==> src/design/button_servo_gate_led_sequencer_assert.svh <==
// Assertion macros for the button / servo / LED sequencer.
// No dependencies; included by modules that carry concurrent checks.
`ifndef BUTTON_SERVO_GATE_LED_SEQUENCER_ASSERT_SVH
`define BUTTON_SERVO_GATE_LED_SEQUENCER_ASSERT_SVH

// same-cycle implication, disabled during reset
`define BSGL_ASSERT_NOW(label, clk, rst, ante, cons) \
   label: assert property (@(posedge clk) disable iff (rst) (ante) |-> (cons)) \
      else $error("sequencer check failed");

// next-cycle implication, disabled during reset
`define BSGL_ASSERT_NEXT(label, clk, rst, ante, cons) \
   label: assert property (@(posedge clk) disable iff (rst) (ante) |=> (cons)) \
      else $error("sequencer check failed");

`endif

==> src/design/bsgl_pkg.sv <==
// Shared widths, register indexes, reset values and fade phase codes
// for the button / servo / LED sequencer. No dependencies.
package bsgl_pkg;

   localparam int CSR_INDEX_W = 3;
   localparam int CSR_DATA_W  = 15;
   localparam int SERVO_W     = 15;
   localparam int COUNT_W     = 8;

   localparam int FLASH_RELOAD_DEFAULT = 6;
   localparam int CHASER_LEDS_DEFAULT  = 5;

   // configuration register indexes
   localparam logic [CSR_INDEX_W-1:0] CSR_CHASER_ON_SLOW = 3'd0;
   localparam logic [CSR_INDEX_W-1:0] CSR_CHASER_PAUSE   = 3'd1;
   localparam logic [CSR_INDEX_W-1:0] CSR_FADE_RISE      = 3'd2;
   localparam logic [CSR_INDEX_W-1:0] CSR_HOLD_ON_SLOW   = 3'd3;
   localparam logic [CSR_INDEX_W-1:0] CSR_FADE_FALL      = 3'd4;
   localparam logic [CSR_INDEX_W-1:0] CSR_SERVO_LOW      = 3'd5;
   localparam logic [CSR_INDEX_W-1:0] CSR_SERVO_HIGH     = 3'd6;
   localparam logic [CSR_INDEX_W-1:0] CSR_SERVO_STEP     = 3'd7;

   // register reset values
   localparam logic [COUNT_W-1:0] CHASER_ON_SLOW_RESET = 8'd12;
   localparam logic [COUNT_W-1:0] CHASER_PAUSE_RESET   = 8'd12;
   localparam logic [COUNT_W-1:0] FADE_RISE_RESET      = 8'd1;
   localparam logic [COUNT_W-1:0] HOLD_ON_SLOW_RESET   = 8'd2;
   localparam logic [COUNT_W-1:0] FADE_FALL_RESET      = 8'd2;
   localparam logic [SERVO_W-1:0] SERVO_LOW_RESET      = 15'd750;
   localparam logic [SERVO_W-1:0] SERVO_HIGH_RESET     = 15'd2200;
   localparam logic [SERVO_W-1:0] SERVO_STEP_RESET     = 15'd7;

   // press duration window in ticks
   localparam logic [COUNT_W-1:0] PRESS_MIN_TICKS  = 8'd5;
   localparam logic [COUNT_W-1:0] PRESS_LONG_TICKS = 8'd50;
   localparam logic [COUNT_W-1:0] DUTY_FULL        = 8'd255;

   // inner LED fade phases
   localparam logic [1:0] PH_IDLE = 2'd0;
   localparam logic [1:0] PH_RISE = 2'd1;
   localparam logic [1:0] PH_ON   = 2'd2;
   localparam logic [1:0] PH_FALL = 2'd3;

endpackage

==> src/design/bsgl_req_if.sv <==
// Input channel of the sequencer: one tick item with two button levels.
// No dependencies.
interface bsgl_req_if;
   logic valid;
   logic ready;
   logic inner_pressed;
   logic outer_pressed;

   modport source (output valid, inner_pressed, outer_pressed, input ready);
   modport sink (input valid, inner_pressed, outer_pressed, output ready);
endinterface

==> src/design/bsgl_rsp_if.sv <==
// Result channel of the sequencer: servo, chaser, fade and gate LED state.
// Uses bsgl_pkg for widths and the chaser width default.
interface bsgl_rsp_if #(
   parameter int CHASER_LEDS = bsgl_pkg::CHASER_LEDS_DEFAULT
);
   logic                        valid;
   logic                        ready;
   logic [bsgl_pkg::SERVO_W-1:0] servo_width;
   logic                        servo_powered;
   logic [CHASER_LEDS-1:0]      chaser_leds;
   logic [bsgl_pkg::COUNT_W-1:0] fade_duty;
   logic                        fade_pwm_active;
   logic                        inner_led_steady;
   logic                        gate_led;
   logic                        deep_sleep_ok;

   modport source (output valid, servo_width, servo_powered, chaser_leds, fade_duty,
                   fade_pwm_active, inner_led_steady, gate_led, deep_sleep_ok,
                   input ready);
   modport sink (input valid, servo_width, servo_powered, chaser_leds, fade_duty,
                 fade_pwm_active, inner_led_steady, gate_led, deep_sleep_ok,
                 output ready);
endinterface

==> src/design/button_servo_gate_led_sequencer.sv <==
// Button, servo gate and LED sequencer: one tick item in, one result item out.
// An accepted tick passes the input register, then the state and result register,
// whose valid the sink drains. Throughput: 1 item per cycle while the sink takes
// results, set by the single-pass state update between the two registers.
// Reset (synchronous, active high) clears control state, loads the register
// defaults and empties both stages. Uses bsgl_pkg, bsgl_req_if and bsgl_rsp_if.
`include "button_servo_gate_led_sequencer_assert.svh"

module button_servo_gate_led_sequencer #(
   parameter int FLASH_RELOAD = bsgl_pkg::FLASH_RELOAD_DEFAULT,
   parameter int CHASER_LEDS  = bsgl_pkg::CHASER_LEDS_DEFAULT
) (
   input  logic                                clock,
   input  logic                                reset,
   bsgl_req_if.sink                            req_ch,
   bsgl_rsp_if.source                          rsp_ch,
   input  logic                                csr_write_en,
   input  logic [bsgl_pkg::CSR_INDEX_W-1:0]    csr_index,
   input  logic [bsgl_pkg::CSR_DATA_W-1:0]     csr_write_data
);

   localparam int CW = bsgl_pkg::COUNT_W;
   localparam int SW = bsgl_pkg::SERVO_W;
   localparam logic [CW-1:0] FLASH_LOAD  = CW'(FLASH_RELOAD);
   // highest single-LED pattern; anything above has walked off the end
   localparam logic [CW-1:0] CHASER_LAST = CW'(1) << (CHASER_LEDS - 1);

   // ---------------- configuration registers ----------------
   logic [CW-1:0] chaser_on_ff, chaser_pause_cfg_ff, rise_step_ff, hold_on_ff;
   logic [CW-1:0] fall_step_ff;
   logic [SW-1:0] servo_low_ff, servo_high_ff, servo_step_ff;

   always_ff @(posedge clock) begin
      if (reset) begin
         chaser_on_ff        <= bsgl_pkg::CHASER_ON_SLOW_RESET;
         chaser_pause_cfg_ff <= bsgl_pkg::CHASER_PAUSE_RESET;
         rise_step_ff        <= bsgl_pkg::FADE_RISE_RESET;
         hold_on_ff          <= bsgl_pkg::HOLD_ON_SLOW_RESET;
         fall_step_ff        <= bsgl_pkg::FADE_FALL_RESET;
         servo_low_ff        <= bsgl_pkg::SERVO_LOW_RESET;
         servo_high_ff       <= bsgl_pkg::SERVO_HIGH_RESET;
         servo_step_ff       <= bsgl_pkg::SERVO_STEP_RESET;
      end else if (csr_write_en) begin
         unique case (csr_index)
            bsgl_pkg::CSR_CHASER_ON_SLOW: chaser_on_ff        <= csr_write_data[CW-1:0];
            bsgl_pkg::CSR_CHASER_PAUSE:   chaser_pause_cfg_ff <= csr_write_data[CW-1:0];
            bsgl_pkg::CSR_FADE_RISE:      rise_step_ff        <= csr_write_data[CW-1:0];
            bsgl_pkg::CSR_HOLD_ON_SLOW:   hold_on_ff          <= csr_write_data[CW-1:0];
            bsgl_pkg::CSR_FADE_FALL:      fall_step_ff        <= csr_write_data[CW-1:0];
            bsgl_pkg::CSR_SERVO_LOW:      servo_low_ff        <= csr_write_data[SW-1:0];
            bsgl_pkg::CSR_SERVO_HIGH:     servo_high_ff       <= csr_write_data[SW-1:0];
            bsgl_pkg::CSR_SERVO_STEP:     servo_step_ff       <= csr_write_data[SW-1:0];
            default: ;
         endcase
      end
   end

   // ---------------- pipeline handshake ----------------
   // Input register holds one accepted tick; it moves into the state and
   // result register once the result slot is free or being drained.
   logic in_valid_ff, in_inner_ff, in_outer_ff;
   logic rsp_valid_ff;
   logic advance;

   assign advance      = in_valid_ff && (!rsp_valid_ff || rsp_ch.ready);
   assign req_ch.ready = !in_valid_ff || advance;

   always_ff @(posedge clock) begin
      if (reset) begin
         in_valid_ff <= 1'b0;
      end else if (req_ch.ready) begin
         in_valid_ff <= req_ch.valid;
      end
   end

   always_ff @(posedge clock) begin
      if (req_ch.valid && req_ch.ready) begin
         in_inner_ff <= req_ch.inner_pressed;
         in_outer_ff <= req_ch.outer_pressed;
      end
   end

   always_ff @(posedge clock) begin
      if (reset) begin
         rsp_valid_ff <= 1'b0;
      end else if (advance) begin
         rsp_valid_ff <= 1'b1;
      end else if (rsp_ch.ready) begin
         rsp_valid_ff <= 1'b0;
      end
   end

   // ---------------- sequencer state ----------------
   logic [CW-1:0] tick_ff, slow_ff, press_start_ff, chaser_start_ff, pattern_ff;
   logic [CW-1:0] pause_ff, hold_start_ff, duty_ff, flash_ff;
   logic [1:0]    phase_ff;
   logic [SW-1:0] servo_ff;
   logic          press_seen_ff, chaser_run_ff, moving_ff, opening_ff;
   logic          stop_pend_ff, gate_ff;

   logic [CW-1:0] tick_in, slow_in, press_start_in, chaser_start_in, pattern_in;
   logic [CW-1:0] pause_in, hold_start_in, duty_in, flash_in;
   logic [1:0]    phase_in;
   logic [SW-1:0] servo_in;
   logic          press_seen_in, chaser_run_in, moving_in, opening_in;
   logic          stop_pend_in, gate_in;
   logic          pwm_in, steady_in;

   // servo arithmetic: one add/compare for opening; an add, a subtract and a compare for closing
   logic [SW:0] open_sum, close_floor;
   logic [SW:0] close_diff;

   assign open_sum    = {1'b0, servo_ff} + {1'b0, servo_step_ff};
   assign close_floor = {1'b0, servo_low_ff} + {1'b0, servo_step_ff};
   assign close_diff  = {1'b0, servo_ff} - {1'b0, servo_step_ff};

   always_comb begin
      logic [CW-1:0] dur, ran, held, sum8, diff8;

      tick_in         = tick_ff + CW'(1);
      slow_in         = (tick_in == '0) ? slow_ff + CW'(1) : slow_ff;
      press_start_in  = press_start_ff;
      press_seen_in   = press_seen_ff;
      chaser_run_in   = chaser_run_ff;
      chaser_start_in = chaser_start_ff;
      pattern_in      = pattern_ff;
      pause_in        = pause_ff;
      phase_in        = phase_ff;
      hold_start_in   = hold_start_ff;
      duty_in         = duty_ff;
      servo_in        = servo_ff;
      moving_in       = moving_ff;
      opening_in      = opening_ff;
      stop_pend_in    = stop_pend_ff;
      flash_in        = flash_ff;
      gate_in         = gate_ff;
      pwm_in          = 1'b0;
      steady_in       = 1'b0;
      dur             = tick_in - press_start_ff;

      // buttons; inner button wins and drops any outer press
      if (in_inner_ff) begin
         if (phase_in != bsgl_pkg::PH_ON) phase_in = bsgl_pkg::PH_RISE;
         else hold_start_in = slow_in;
         press_seen_in = 1'b0;
      end else if (in_outer_ff) begin
         if (!press_seen_ff) begin
            press_start_in = tick_in;
            press_seen_in  = 1'b1;
         end
      end else begin
         if (press_seen_ff && dur > bsgl_pkg::PRESS_MIN_TICKS) begin
            if (dur < bsgl_pkg::PRESS_LONG_TICKS) begin
               // short press toggles the chaser
               if (chaser_run_ff) begin
                  chaser_run_in = 1'b0;
               end else begin
                  chaser_run_in   = 1'b1;
                  chaser_start_in = slow_in;
                  pattern_in      = '0;
               end
            end else begin
               // long press reverses the gate
               opening_in = !opening_ff;
               moving_in  = 1'b1;
               if (flash_ff == '0) flash_in = FLASH_LOAD;
               if (opening_in) begin
                  if (phase_in != bsgl_pkg::PH_ON) phase_in = bsgl_pkg::PH_RISE;
                  else hold_start_in = slow_in;
               end else if (phase_in == bsgl_pkg::PH_RISE ||
                            phase_in == bsgl_pkg::PH_ON) begin
                  phase_in = bsgl_pkg::PH_FALL;
               end
            end
         end
         press_seen_in = 1'b0;
      end

      // servo: stop takes effect on the tick after an end is reached
      if (stop_pend_ff) begin
         moving_in    = 1'b0;
         stop_pend_in = 1'b0;
      end
      if (moving_in) begin
         if (opening_in) begin
            if (open_sum > {1'b0, servo_high_ff}) begin
               servo_in     = servo_high_ff;
               stop_pend_in = 1'b1;
            end else begin
               servo_in = open_sum[SW-1:0];
            end
         end else begin
            if ({1'b0, servo_ff} < close_floor) begin
               servo_in     = servo_low_ff;
               stop_pend_in = 1'b1;
            end else begin
               servo_in = close_diff[SW-1:0];
            end
         end
      end

      // chaser walk
      ran = slow_in - chaser_start_in;
      if (chaser_run_in) begin
         pause_in = pause_ff - CW'(1);
         if (pause_in == '0) begin
            pause_in   = chaser_pause_cfg_ff;
            pattern_in = pattern_in << 1;
            if (pattern_in > CHASER_LAST) begin
               if (ran >= chaser_on_ff) begin
                  pattern_in    = '0;
                  chaser_run_in = 1'b0;
               end else begin
                  pattern_in = CW'(1);
               end
            end else if (pattern_in == '0) begin
               // zero pattern (fresh start or shifted out of the register): restart, no timeout check
               pattern_in = CW'(1);
            end
         end
      end

      // inner LED fade
      sum8  = duty_ff + rise_step_ff;
      diff8 = duty_ff - fall_step_ff;
      held  = slow_in - hold_start_in;
      unique case (phase_in)
         bsgl_pkg::PH_RISE: begin
            pwm_in  = 1'b1;
            duty_in = sum8;
            if (sum8 < rise_step_ff) begin
               duty_in       = bsgl_pkg::DUTY_FULL;
               hold_start_in = slow_in;
               phase_in      = bsgl_pkg::PH_ON;
            end
         end
         bsgl_pkg::PH_FALL: begin
            pwm_in  = 1'b1;
            duty_in = diff8;
            if (diff8 > duty_ff) begin
               duty_in  = '0;
               phase_in = bsgl_pkg::PH_IDLE;
            end
         end
         bsgl_pkg::PH_ON: begin
            steady_in = 1'b1;
            if (held >= hold_on_ff) phase_in = bsgl_pkg::PH_FALL;
         end
         bsgl_pkg::PH_IDLE: ;
         default: ;
      endcase

      // gate LED blink; finishes at the end of the blink period in which the servo stops
      if (flash_in != '0) begin
         flash_in = flash_in - CW'(1);
         if (flash_in == '0) begin
            if (moving_in) begin
               flash_in = FLASH_LOAD;
               gate_in  = !gate_ff;
            end else begin
               gate_in = 1'b0;
            end
         end
      end
   end

   always_ff @(posedge clock) begin
      if (reset) begin
         tick_ff         <= '0;
         slow_ff         <= '0;
         press_start_ff  <= '0;
         press_seen_ff   <= 1'b0;
         chaser_run_ff   <= 1'b0;
         chaser_start_ff <= '0;
         pattern_ff      <= CW'(1);
         pause_ff        <= bsgl_pkg::CHASER_PAUSE_RESET;
         phase_ff        <= bsgl_pkg::PH_IDLE;
         hold_start_ff   <= '0;
         duty_ff         <= '0;
         servo_ff        <= bsgl_pkg::SERVO_LOW_RESET;
         moving_ff       <= 1'b0;
         opening_ff      <= 1'b1;
         stop_pend_ff    <= 1'b0;
         flash_ff        <= '0;
         gate_ff         <= 1'b0;
      end else if (advance) begin
         tick_ff         <= tick_in;
         slow_ff         <= slow_in;
         press_start_ff  <= press_start_in;
         press_seen_ff   <= press_seen_in;
         chaser_run_ff   <= chaser_run_in;
         chaser_start_ff <= chaser_start_in;
         pattern_ff      <= pattern_in;
         pause_ff        <= pause_in;
         phase_ff        <= phase_in;
         hold_start_ff   <= hold_start_in;
         duty_ff         <= duty_in;
         servo_ff        <= servo_in;
         moving_ff       <= moving_in;
         opening_ff      <= opening_in;
         stop_pend_ff    <= stop_pend_in;
         flash_ff        <= flash_in;
         gate_ff         <= gate_in;
      end
   end

   // ---------------- result register ----------------
   logic [CHASER_LEDS-1:0] leds_ff;
   logic                   pwm_ff, steady_ff, deep_ff;

   always_ff @(posedge clock) begin
      if (advance) begin
         leds_ff   <= chaser_run_in ? pattern_in[CHASER_LEDS-1:0] : '0;
         pwm_ff    <= pwm_in;
         steady_ff <= steady_in;
         deep_ff   <= !chaser_run_in && !moving_in && !press_seen_in &&
                      (phase_in == bsgl_pkg::PH_IDLE);
      end
   end

   // servo, duty and gate outputs are the live state registers
   assign rsp_ch.valid            = rsp_valid_ff;
   assign rsp_ch.servo_width      = servo_ff;
   assign rsp_ch.servo_powered    = moving_ff;
   assign rsp_ch.chaser_leds      = leds_ff;
   assign rsp_ch.fade_duty        = duty_ff;
   assign rsp_ch.fade_pwm_active  = pwm_ff;
   assign rsp_ch.inner_led_steady = steady_ff;
   assign rsp_ch.gate_led         = gate_ff;
   assign rsp_ch.deep_sleep_ok    = deep_ff;

   // ---------------- checks ----------------
   `BSGL_ASSERT_NEXT(a_stop_unpowers, clock, reset, stop_pend_ff && advance, !moving_ff)
   `BSGL_ASSERT_NEXT(a_held_item_kept, clock, reset, in_valid_ff && !advance, in_valid_ff)
   `BSGL_ASSERT_NOW(a_gate_needs_timer, clock, reset, gate_ff, flash_ff != '0)
   `BSGL_ASSERT_NOW(a_sleep_all_off, clock, reset, rsp_valid_ff && deep_ff,
                    leds_ff == '0 && !moving_ff)

endmodule
==> src/flat_wrapper.sv <==
// flat-port wrapper written by rule: the top's interface ports become plain ports
module button_servo_gate_led_sequencer_flat 
#(
   parameter int FLASH_RELOAD = bsgl_pkg::FLASH_RELOAD_DEFAULT,
   parameter int CHASER_LEDS  = bsgl_pkg::CHASER_LEDS_DEFAULT
)
  (clock, reset, csr_write_en, csr_index, csr_write_data, req_ch_valid, req_ch_inner_pressed, req_ch_outer_pressed, req_ch_ready, rsp_ch_valid, rsp_ch_servo_width, rsp_ch_servo_powered, rsp_ch_chaser_leds, rsp_ch_fade_duty, rsp_ch_fade_pwm_active, rsp_ch_inner_led_steady, rsp_ch_gate_led, rsp_ch_deep_sleep_ok, rsp_ch_ready);
  bsgl_req_if req_ch_i ();
  bsgl_rsp_if #(.CHASER_LEDS(CHASER_LEDS)) rsp_ch_i ();
  input  logic clock;
  input  logic reset;
  input  logic csr_write_en;
  input  logic [bsgl_pkg::CSR_INDEX_W-1:0] csr_index;
  input  logic [bsgl_pkg::CSR_DATA_W-1:0] csr_write_data;
  input wire logic [$bits(req_ch_i.valid)-1:0] req_ch_valid;
  input wire logic [$bits(req_ch_i.inner_pressed)-1:0] req_ch_inner_pressed;
  input wire logic [$bits(req_ch_i.outer_pressed)-1:0] req_ch_outer_pressed;
  output wire logic [$bits(req_ch_i.ready)-1:0] req_ch_ready;
  output wire logic [$bits(rsp_ch_i.valid)-1:0] rsp_ch_valid;
  output wire logic [$bits(rsp_ch_i.servo_width)-1:0] rsp_ch_servo_width;
  output wire logic [$bits(rsp_ch_i.servo_powered)-1:0] rsp_ch_servo_powered;
  output wire logic [$bits(rsp_ch_i.chaser_leds)-1:0] rsp_ch_chaser_leds;
  output wire logic [$bits(rsp_ch_i.fade_duty)-1:0] rsp_ch_fade_duty;
  output wire logic [$bits(rsp_ch_i.fade_pwm_active)-1:0] rsp_ch_fade_pwm_active;
  output wire logic [$bits(rsp_ch_i.inner_led_steady)-1:0] rsp_ch_inner_led_steady;
  output wire logic [$bits(rsp_ch_i.gate_led)-1:0] rsp_ch_gate_led;
  output wire logic [$bits(rsp_ch_i.deep_sleep_ok)-1:0] rsp_ch_deep_sleep_ok;
  input wire logic [$bits(rsp_ch_i.ready)-1:0] rsp_ch_ready;
  assign req_ch_i.valid = req_ch_valid;
  assign req_ch_i.inner_pressed = req_ch_inner_pressed;
  assign req_ch_i.outer_pressed = req_ch_outer_pressed;
  assign req_ch_ready = req_ch_i.ready;
  assign rsp_ch_valid = rsp_ch_i.valid;
  assign rsp_ch_servo_width = rsp_ch_i.servo_width;
  assign rsp_ch_servo_powered = rsp_ch_i.servo_powered;
  assign rsp_ch_chaser_leds = rsp_ch_i.chaser_leds;
  assign rsp_ch_fade_duty = rsp_ch_i.fade_duty;
  assign rsp_ch_fade_pwm_active = rsp_ch_i.fade_pwm_active;
  assign rsp_ch_inner_led_steady = rsp_ch_i.inner_led_steady;
  assign rsp_ch_gate_led = rsp_ch_i.gate_led;
  assign rsp_ch_deep_sleep_ok = rsp_ch_i.deep_sleep_ok;
  assign rsp_ch_i.ready = rsp_ch_ready;
  button_servo_gate_led_sequencer #(.FLASH_RELOAD(FLASH_RELOAD), .CHASER_LEDS(CHASER_LEDS)) u_core (.clock(clock), .reset(reset), .req_ch(req_ch_i), .rsp_ch(rsp_ch_i), .csr_write_en(csr_write_en), .csr_index(csr_index), .csr_write_data(csr_write_data));
endmodule
==> config.mk <==
export PLATFORM = sky130hd
export DESIGN_NAME = button_servo_gate_led_sequencer_flat
export DESIGN_NICKNAME = d
export VERILOG_FILES = /design/src/design/bsgl_pkg.sv /design/src/design/bsgl_req_if.sv /design/src/design/bsgl_rsp_if.sv /design/src/design/button_servo_gate_led_sequencer.sv /design/src/flat_wrapper.sv
export VERILOG_INCLUDE_DIRS = /design/src /design/src/design
export SDC_FILE = /design/constraint.sdc
export NUM_CORES = 1
export LEC_CHECK = 0
export BUFFER_PORTS_ARGS = -buffer_cell sky130_fd_sc_hd__buf_2
export CAP_MARGIN = 0
export CORE_ASPECT_RATIO = 1.1
export CORE_MARGIN = 5
export CORE_UTILIZATION = 43
export CTS_CLUSTER_SIZE = 10
export DETAILED_ROUTE_END_ITERATION = 16
export PLACE_DENSITY = 0.62
export SYNTH_ARGS = -nofsm -noshare
export SYNTH_HDL_FRONTEND = slang
export SYNTH_SLANG_ARGS = --single-unit
==> constraint.sdc <==
create_clock -name clock -period 8.57 [get_ports clock]
set_input_delay 0.4285 -clock clock [delete_from_list [all_inputs] [get_ports clock]]
set_output_delay 0.4285 -clock clock [all_outputs]
set_load 0.1 [all_outputs]
==> results.sh, run 1 <==
export IMPL_cts_buffer_depth=2
export IMPL_final_hold_viol_count=0
export IMPL_tightest_slew_ns=1.05
export IMPL_post_cts_resized=0
export IMPL_first_iter_violations=696
export IMPL_final_cell_mix="nand2_1, dfxtp_1, a21oi_1"
export IMPL_synth_seq_cells=191
export IMPL_finalSetupViolCount=0
export IMPL_antenna_cells=0
export IMPL_numCtsBuffers=17
export IMPL_cp_data_arrival_time_ns=6.89
export IMPL_synthAdderAreaFrac_pct=14.6
export IMPL_end_kind="flop"
export IMPL_hold_class="in -> reg"
export IMPL_cts_num_sinks=191
export IMPL_status="complete, no violations"
export IMPL_critPathBufInv=0
export IMPL_period_minus_slack_ns=6.70
export IMPL_layoutNonFillerInstCount=2139
export IMPL_numPortBuffers=59
export IMPL_async_flop_share_pct=0
export IMPL_root_buffer="clkbuf_16"
export IMPL_grt_pass1_vias=11058
export IMPL_synth_edff_count=10
export IMPL_post_cts_buffers=0
export IMPL_crit_family="simple AND/OR/NAND/NOR gates"
export IMPL_antenna_found_initial=0
export IMPL_skew_ns=0.0107
export IMPL_hpwl_um=25300
export IMPL_ys_seq_area_share_pct=28.9
export IMPL_core_area_sq_um=31300
export IMPL_cts_tree="done"
export IMPL_required_ns=8.76
export IMPL_p_leak_uw=0.00603
export IMPL_muxShareOfSynthArea_pct=4.03
export IMPL_dieArea_sq_um=35300
export IMPL_area_growth_pct=9.24
export IMPL_post_drt_wl_per_cell_um=15.8
export IMPL_h_tree_depth=4
export IMPL_r2r_slack_ns=1.87
export IMPL_final_layout_size_suffix_gt1_share_pct=8.03
export IMPL_drt_vias_per_instance=5.44
export IMPL_min_period_over_period_pct=78.2
export IMPL_crit_type="reg -> reg"
export IMPL_totalWireLength_um=33900
export IMPL_dieHeight_um=196
export IMPL_nets=1885
export IMPL_drt_drc_violations_left=0
export IMPL_track_usage_pct=18.8
export IMPL_path_cells="ha_1 -> nand3_1 -> nor2_1 -> xor2_1 -> ha_1 -> or3b_2 -> mux2_2 -> o2111ai_4 -> nand3_4 -> nor4_4 -> mux2i_1 -> ha_1 -> a21oi_1 -> o21ai_0 -> a21oi_1 -> o21bai_1 -> a21o_1 -> a21oi_1 -> xnor2_1 -> ha_1 -> o41ai_1 -> o21ai_1 -> and2_1 -> and4_1"
export IMPL_cts_hold_buf=0
export IMPL_rows=68
export IMPL_syn_num_nets=1864
export IMPL_layout_commonest_cell="nand2_1"
export IMPL_ant_nets=0
export IMPL_synthCells=1685
export IMPL_crit_top_cell="ha_1"
export IMPL_dr_pass1_iters=5
export IMPL_slew_viol_final=0
export IMPL_cp_slowest_cell="nor4_4"
export IMPL_grt_ovfl_total=0
export IMPL_path_max_fanout=8
export IMPL_place_congestion=0.858
export IMPL_timing_slew_headroom_pct=29.9
export IMPL_avgSynthCellArea_sq_um=8.07
export IMPL_die_w_um=180
export IMPL_syn_area_sq_um=13600
export IMPL_synth_simple_gate_area_share_pct=20.4
export IMPL_start_util_pct=43.4
export IMPL_yosysWarningCount=0
export IMPL_fmax_ghz=0.149
export IMPL_synth_compound_area_share_pct=20.1
export IMPL_irDropWorstVdd_v=0.000107
export IMPL_pin_count=60
export IMPL_yosys_area_share_xor_xnor_pct=6.29
export IMPL_vias=11632
export IMPL_max_stage_delay_ns=0.66
export IMPL_post_place_cells=2107
export IMPL_clock_latency_ns=0.44
export IMPL_grt_pass1_wl_um=55300
export IMPL_synth_top_family_by_area="simple AND/OR/NAND/NOR gates"
export IMPL_powerDensity_nw_per_um2=171
export IMPL_maxCapViolations=0
export IMPL_rsz0062_at_grt="false"
export IMPL_clkTransAtPathRegs_ns=0.07
export IMPL_start_kind="flop"
export IMPL_setup_tns_ns=0
export IMPL_synth_cell_type_count=90
export IMPL_grt_max_degree=81
export IMPL_synth_ff_type="dfxtp_1"
==> through the flow <==
step                hold WS [ns]  total power [uW]  worst slack, ns  util (%)  area, sq um
finish                     0.168              2540             1.87      47.4        14800
global route               0.153              2680             1.34      47.4        14800
CTS                        0.147              2560             1.79      47.4        14800
detailed placement         0.443              1690             1.82      45.4        14200
global placement           0.439              1680             1.97      45.4        14200
floorplan                  0.421              1530             2.59         -        13600
==> power breakdown <==
group	internal [uW]	leakage (uW)	switching [uW]
Combinational	262	0.00415	428
Sequential	933	0.00156	45.5
Clock	511	0.000314	359
==> worst reg2reg max path, stage by stage, from the launching register on <==
cell and delay [ns]:
dfxtp_1 0.46, ha_1 0.26, nand3_1 0.17, nor2_1 0.16, xor2_1 0.28, ha_1 0.35
or3b_2 0.47, mux2_2 0.31, o2111ai_4 0.12, nand3_4 0.16, nor4_4 0.66, mux2i_1 0.40
ha_1 0.30, a21oi_1 0.12, o21ai_0 0.13, a21oi_1 0.17, o21bai_1 0.11, a21o_1 0.19
a21oi_1 0.18, xnor2_1 0.09, ha_1 0.21, o41ai_1 0.51, o21ai_1 0.25, and2_1 0.23
and4_1 0.17
==> layout make-up <==
cell class / instances / area [sq um]
fillers: 3179 / 16500
clock inverters: 7 / 121
repair buffers: 70 / 380
flip-flops and latches: 191 / 3920
clock buffers: 25 / 517
well taps: 420 / 526
inverters: 130 / 488
multi-input cells: 1296 / 8890
==> cell usage after synthesis (all sizes together) (5+ instances only) <==
library cell,number,share of area (%)
nand4,12,0.66
a21o,16,0.88
xor2,33,2.1
ha,146,13
clkbuf,52,1.5
or2,6,0.28
o21a,8,0.44
nand2b,19,0.93
a311oi,7,0.50
or4,5,0.30
dfxtp,181,27
o22ai,5,0.23
o211ai,12,0.66
nand3,30,1.2
a21boi,5,0.28
mux2i,48,3.5
nor2,118,3.3
buf,16,0.66
a221o,5,0.45
a31oi,8,0.52
and3,12,0.55
o311ai,8,0.52
a2111oi,5,0.47
or3,18,0.83
fa,8,1.2
edfxtp,10,2.2
nor4,8,0.48
and2,6,0.28
o21bai,16,0.88
o31ai,10,0.55
nor3,44,1.7
a211oi,22,1.3
inv,130,3.6
a21oi,176,6.6
nand2,246,6.8
a211o,14,0.90
xnor2,62,4.0
mux2,6,0.50
nor2b,22,1.0
o21ai,58,2.2
nand3b,16,0.88
==> path summary, 6_finish.rpt <==
path,cells past startpoint,end,startpoint
hold / removal,1,u_core.in_inner_ff$_DFFE_PP_,req_ch_inner_pressed
hold reg to reg,2,u_core.servo_high_ff[1]$_SDFFE_PP0P_,u_core.servo_high_ff[1]$_SDFFE_PP0P_
setup / recovery,24,u_core.rsp_ch.deep_sleep_ok$_DFFE_PP_,u_core.tick_ff[0]$_SDFFE_PP0P_
setup reg to reg,24,u_core.rsp_ch.deep_sleep_ok$_DFFE_PP_,u_core.tick_ff[0]$_SDFFE_PP0P_
==> routing by layer <==
layer	up-vias	track usage [%]	part of all wire, %
met1	5460	23.6	45
met2	161	33.5	50
met5	-	0	0
met4	0	6.21	2.4
met3	56	2.36	2.7
li1	5955	-	-
==> cell families (layout without fill, tap and decap cells) <==
logic type | count (synthesis) | in the layout
AND/OR/NAND/NOR | 578 | 578
AO/OA/AOI/OAI | 414 | 414
buffers and inverters | 198 | 232
flip-flops | 191 | 191
adder cells (fa/ha/maj) | 154 | 154
XOR/XNOR | 96 | 96
multiplexers | 54 | 54
==> sequential cells by signal (all words and copies together), names as in the netlist, 15 cells and up <==
| signal | count |
|---|---|
| u_core.servo_low_ff | 15 |
| u_core.servo_step_ff | 15 |
| u_core.rsp_ch.servo_width | 15 |
| u_core.servo_high_ff | 15 |
Power figures use the tool's default switching activity.
==> inputs of run 2 (changes only) <==
--- a/config.mk
+++ b/config.mk
@@ -13,7 +13,7 @@
 export CORE_UTILIZATION = 43
 export CTS_CLUSTER_SIZE = 10
 export DETAILED_ROUTE_END_ITERATION = 16
-export PLACE_DENSITY = 0.62
+export PLACE_DENSITY = 0.64
 export SYNTH_ARGS = -nofsm -noshare
 export SYNTH_HDL_FRONTEND = slang
 export SYNTH_SLANG_ARGS = --single-unit
==> constraint.sdc (replaced) <==
create_clock -name clock -period 5.6 [get_ports clock]
set_input_delay 0.28 -clock clock [delete_from_list [all_inputs] [get_ports clock]]
set_output_delay 0.28 -clock clock [all_outputs]
set_load 0.1 [all_outputs]
==> run 2 against run 1 <==
Worst setup slack got worse by 1.6 ns. Global-route usage up 0.36 points. First-iteration DRC count up 6.6%. Critical path depth grew 2. Design area grew 3.2%. Fmax grew 25%. Clock skew rose by 0.0035 ns. Routed wire length up 2.7%. Utilization grew 1.5 points. Critical endpoint is now u_core.pattern_ff[0]$_SDFFE_PP1P_. Clock power is 44% higher. Sequential share of layout area is 0.75 points lower. Via count grew 2.4%.
==> results.sh, run 2 (synthesis gave the netlist of run 1 again) <==
export IMPL_track_usage_pct=19.1
export IMPL_switchingPower_uw=1300
export IMPL_totalWireLength_um=34800
export IMPL_path_max_fanout=5
export IMPL_crit_type="reg -> reg"
export IMPL_dr_pass1_iters=5
export IMPL_fmax_ghz=0.186
export IMPL_post_drt_wl_per_cell_um=16.0
export IMPL_maxCapViolations=0
export IMPL_drt_drc_violations_left=0
export IMPL_fill_cells=3121
export IMPL_final_hold_viol_count=0
export IMPL_worstReg2RegEnd="u_core.pattern_ff[0]$_SDFFE_PP1P_"
export IMPL_layout_commonest_cell="nand2_1"
export IMPL_p_int_uw=2530
export IMPL_whs_path_depth=3
export IMPL_pin_count=60
export IMPL_tightest_slew_ns=1.14
export IMPL_root_buffer="clkbuf_16"
export IMPL_start_kind="flop"
export IMPL_rows=68
export IMPL_p_leak_uw=0.00622
export IMPL_skew_ns=0.0143
export IMPL_drt_vias_per_instance=5.48
export IMPL_setup_tns_ns=0
export IMPL_numCtsBuffers=17
export IMPL_switching_share_pct=33.9
export IMPL_end_kind="flop"
export IMPL_clock_latency_ns=0.44
export IMPL_placed_area_sq_um=14400
export IMPL_cp_data_arrival_time_ns=5.70
export IMPL_final_layout_size_suffix_gt1_share_pct=12.0
export IMPL_numPortBuffers=59
export IMPL_core_area_sq_um=31300
export IMPL_hold_path_end="u_core.in_valid_ff$_SDFFE_PP0N_"
export IMPL_p_seq_share_pct=39.1
export IMPL_vias=11912
export IMPL_h_tree_depth=4
export IMPL_min_period_over_period_pct=96.0
export IMPL_grt_pass1_vias=11425
export IMPL_status="complete, no violations"
export IMPL_slew_viol_final=0
export IMPL_finalSetupViolCount=0
export IMPL_dieHeight_um=196
export IMPL_grt_ovfl_total=0
export IMPL_antenna_found_initial=0
export IMPL_dieArea_sq_um=35300
export IMPL_cts_num_sinks=191
export IMPL_cts_buffer_depth=2
export IMPL_irDropWorstVdd_v=0.000211
export IMPL_layoutNonFillerInstCount=2172
export IMPL_timing_slew_headroom_pct=24.1
export IMPL_post_place_cells=2125
export IMPL_required_ns=5.93
export IMPL_final_cell_mix="nand2_1, dfxtp_1, a21oi_1"
export IMPL_hp_start="req_ch_valid"
export IMPL_clkTransAtPathRegs_ns=0.07
export IMPL_hold_class="in -> reg"
export IMPL_area_growth_pct=12.7
export IMPL_grt_pass1_wl_um=56400
export IMPL_grt_max_degree=88
export IMPL_die_w_um=180
export IMPL_start_util_pct=43.4
export IMPL_combPwrFrac_pct=28.4
export IMPL_design_area_sq_um=15300
export IMPL_powerDensity_nw_per_um2=250
export IMPL_hpwl_um=25500
export IMPL_cts_tree="done"
export IMPL_period_minus_slack_ns=5.37
export IMPL_r2r_start="u_core.tick_ff[0]$_SDFFE_PP0P_"
export IMPL_ant_nets=0
export IMPL_r2r_slack_ns=0.23
export IMPL_place_congestion=0.842
export IMPL_first_iter_violations=742
export IMPL_nets=1918
export IMPL_reg2regPathDepth=26
export IMPL_p_clk_share_pct=32.5
export IMPL_antenna_cells=0
-- run 2: routing by layer --
metal | vias to the layer above | share of wire [%] | track usage, %
li1 | 6025 | - | -
met1 | 5606 | 44 | 23.3
met2 | 229 | 50 | 34.5
met3 | 52 | 3.4 | 2.81
met4 | 0 | 2.7 | 6.80
met5 | - | 0 | 0
-- run 2: repair_timing --
| item | CTS | global route |
|---|---|---|
| hold buffers | 2 | 0 |
| pin swaps | 1 | 21 |
| gates resized for setup | 11 | 35 |
| hold endpoints to repair | 2 | 0 |
| setup endpoints to repair | 8 | 9 |
| buffers inserted | 1 | 12 |
-- run 2: through the flow --
stage	hold WS, ns	utilization [%]	total power, uW	setup WS [ns]
finish	0.0584	48.9	3830	0.226
detailed placement	0.450	45.9	2590	-0.206
floorplan	0.379	-	2350	0.00348
CTS	0.0361	48.1	3840	0.00577
global placement	0.440	45.9	2570	-0.0442
global route	0.0551	48.9	4050	-0.0327
-- run 2: worst max path at each step --
| stage | endpoint | start | slack, ns |
|---|---|---|---|
| floorplan | u_core.rsp_ch.deep_sleep_ok$_DFFE_PP_ | u_core.tick_ff[2]$_SDFFE_PP0P_ | 0.003 |
| finish | u_core.pattern_ff[0]$_SDFFE_PP1P_ | u_core.tick_ff[0]$_SDFFE_PP0P_ | 0.23 |
| global placement | u_core.pattern_ff[0]$_SDFFE_PP1P_ | u_core.tick_ff[0]$_SDFFE_PP0P_ | -0.04 |
| detailed placement | u_core.pattern_ff[0]$_SDFFE_PP1P_ | u_core.tick_ff[0]$_SDFFE_PP0P_ | -0.21 |
| CTS | u_core.rsp_ch.chaser_leds[0]$_SDFFCE_PN0P_ | u_core.tick_ff[1]$_SDFFE_PP0P_ | 0.006 |
| global route | u_core.pattern_ff[0]$_SDFFE_PP1P_ | u_core.tick_ff[1]$_SDFFE_PP0P_ | -0.03 |
-- run 2: critical path: stages, from the launching register on --
cell      delay [ns]
dfxtp_4         0.37
ha_2            0.33
ha_1            0.30
nor2b_1         0.14
o2111a_1        0.29
or4_4           0.54
nand4_4         0.15
nand3_4         0.11
nor4_4          0.16
buf_6           0.18
mux2i_4         0.24
ha_2            0.20
inv_2           0.05
fa_2            0.34
nand2_1         0.07
nand2_1         0.06
a21oi_2         0.17
o21bai_1        0.11
a21oi_2         0.17
xnor2_2         0.11
ha_4            0.27
nor3_2          0.03
nor2_1          0.11
o41ai_2         0.10
a21oi_1         0.20
nand2_1         0.08
a311o_1         0.37
-- run 2: area by class of cell --
type                            instances  area, sq um  area share, %
Sequential cell                       191         3940           25.7
Timing Repair Buffer                  103          637           4.16
Clock buffer                           23          500           3.27
Inverter                              130          488           3.18
Clock inverter                          9         95.1          0.620
Multi-Input combinational cell       1296         9150           59.7
Tap cell                              420          526           3.43
-- run 2: power by group through the flow --
stage               combinational (uW)  clock [uW]  sequential (uW)
global placement                  1040           0             1530
detailed placement                1060           0             1530
global route                      1210        1330             1500
floorplan                          776           0             1570
CTS                               1070        1270             1500
finish                            1090        1250             1500
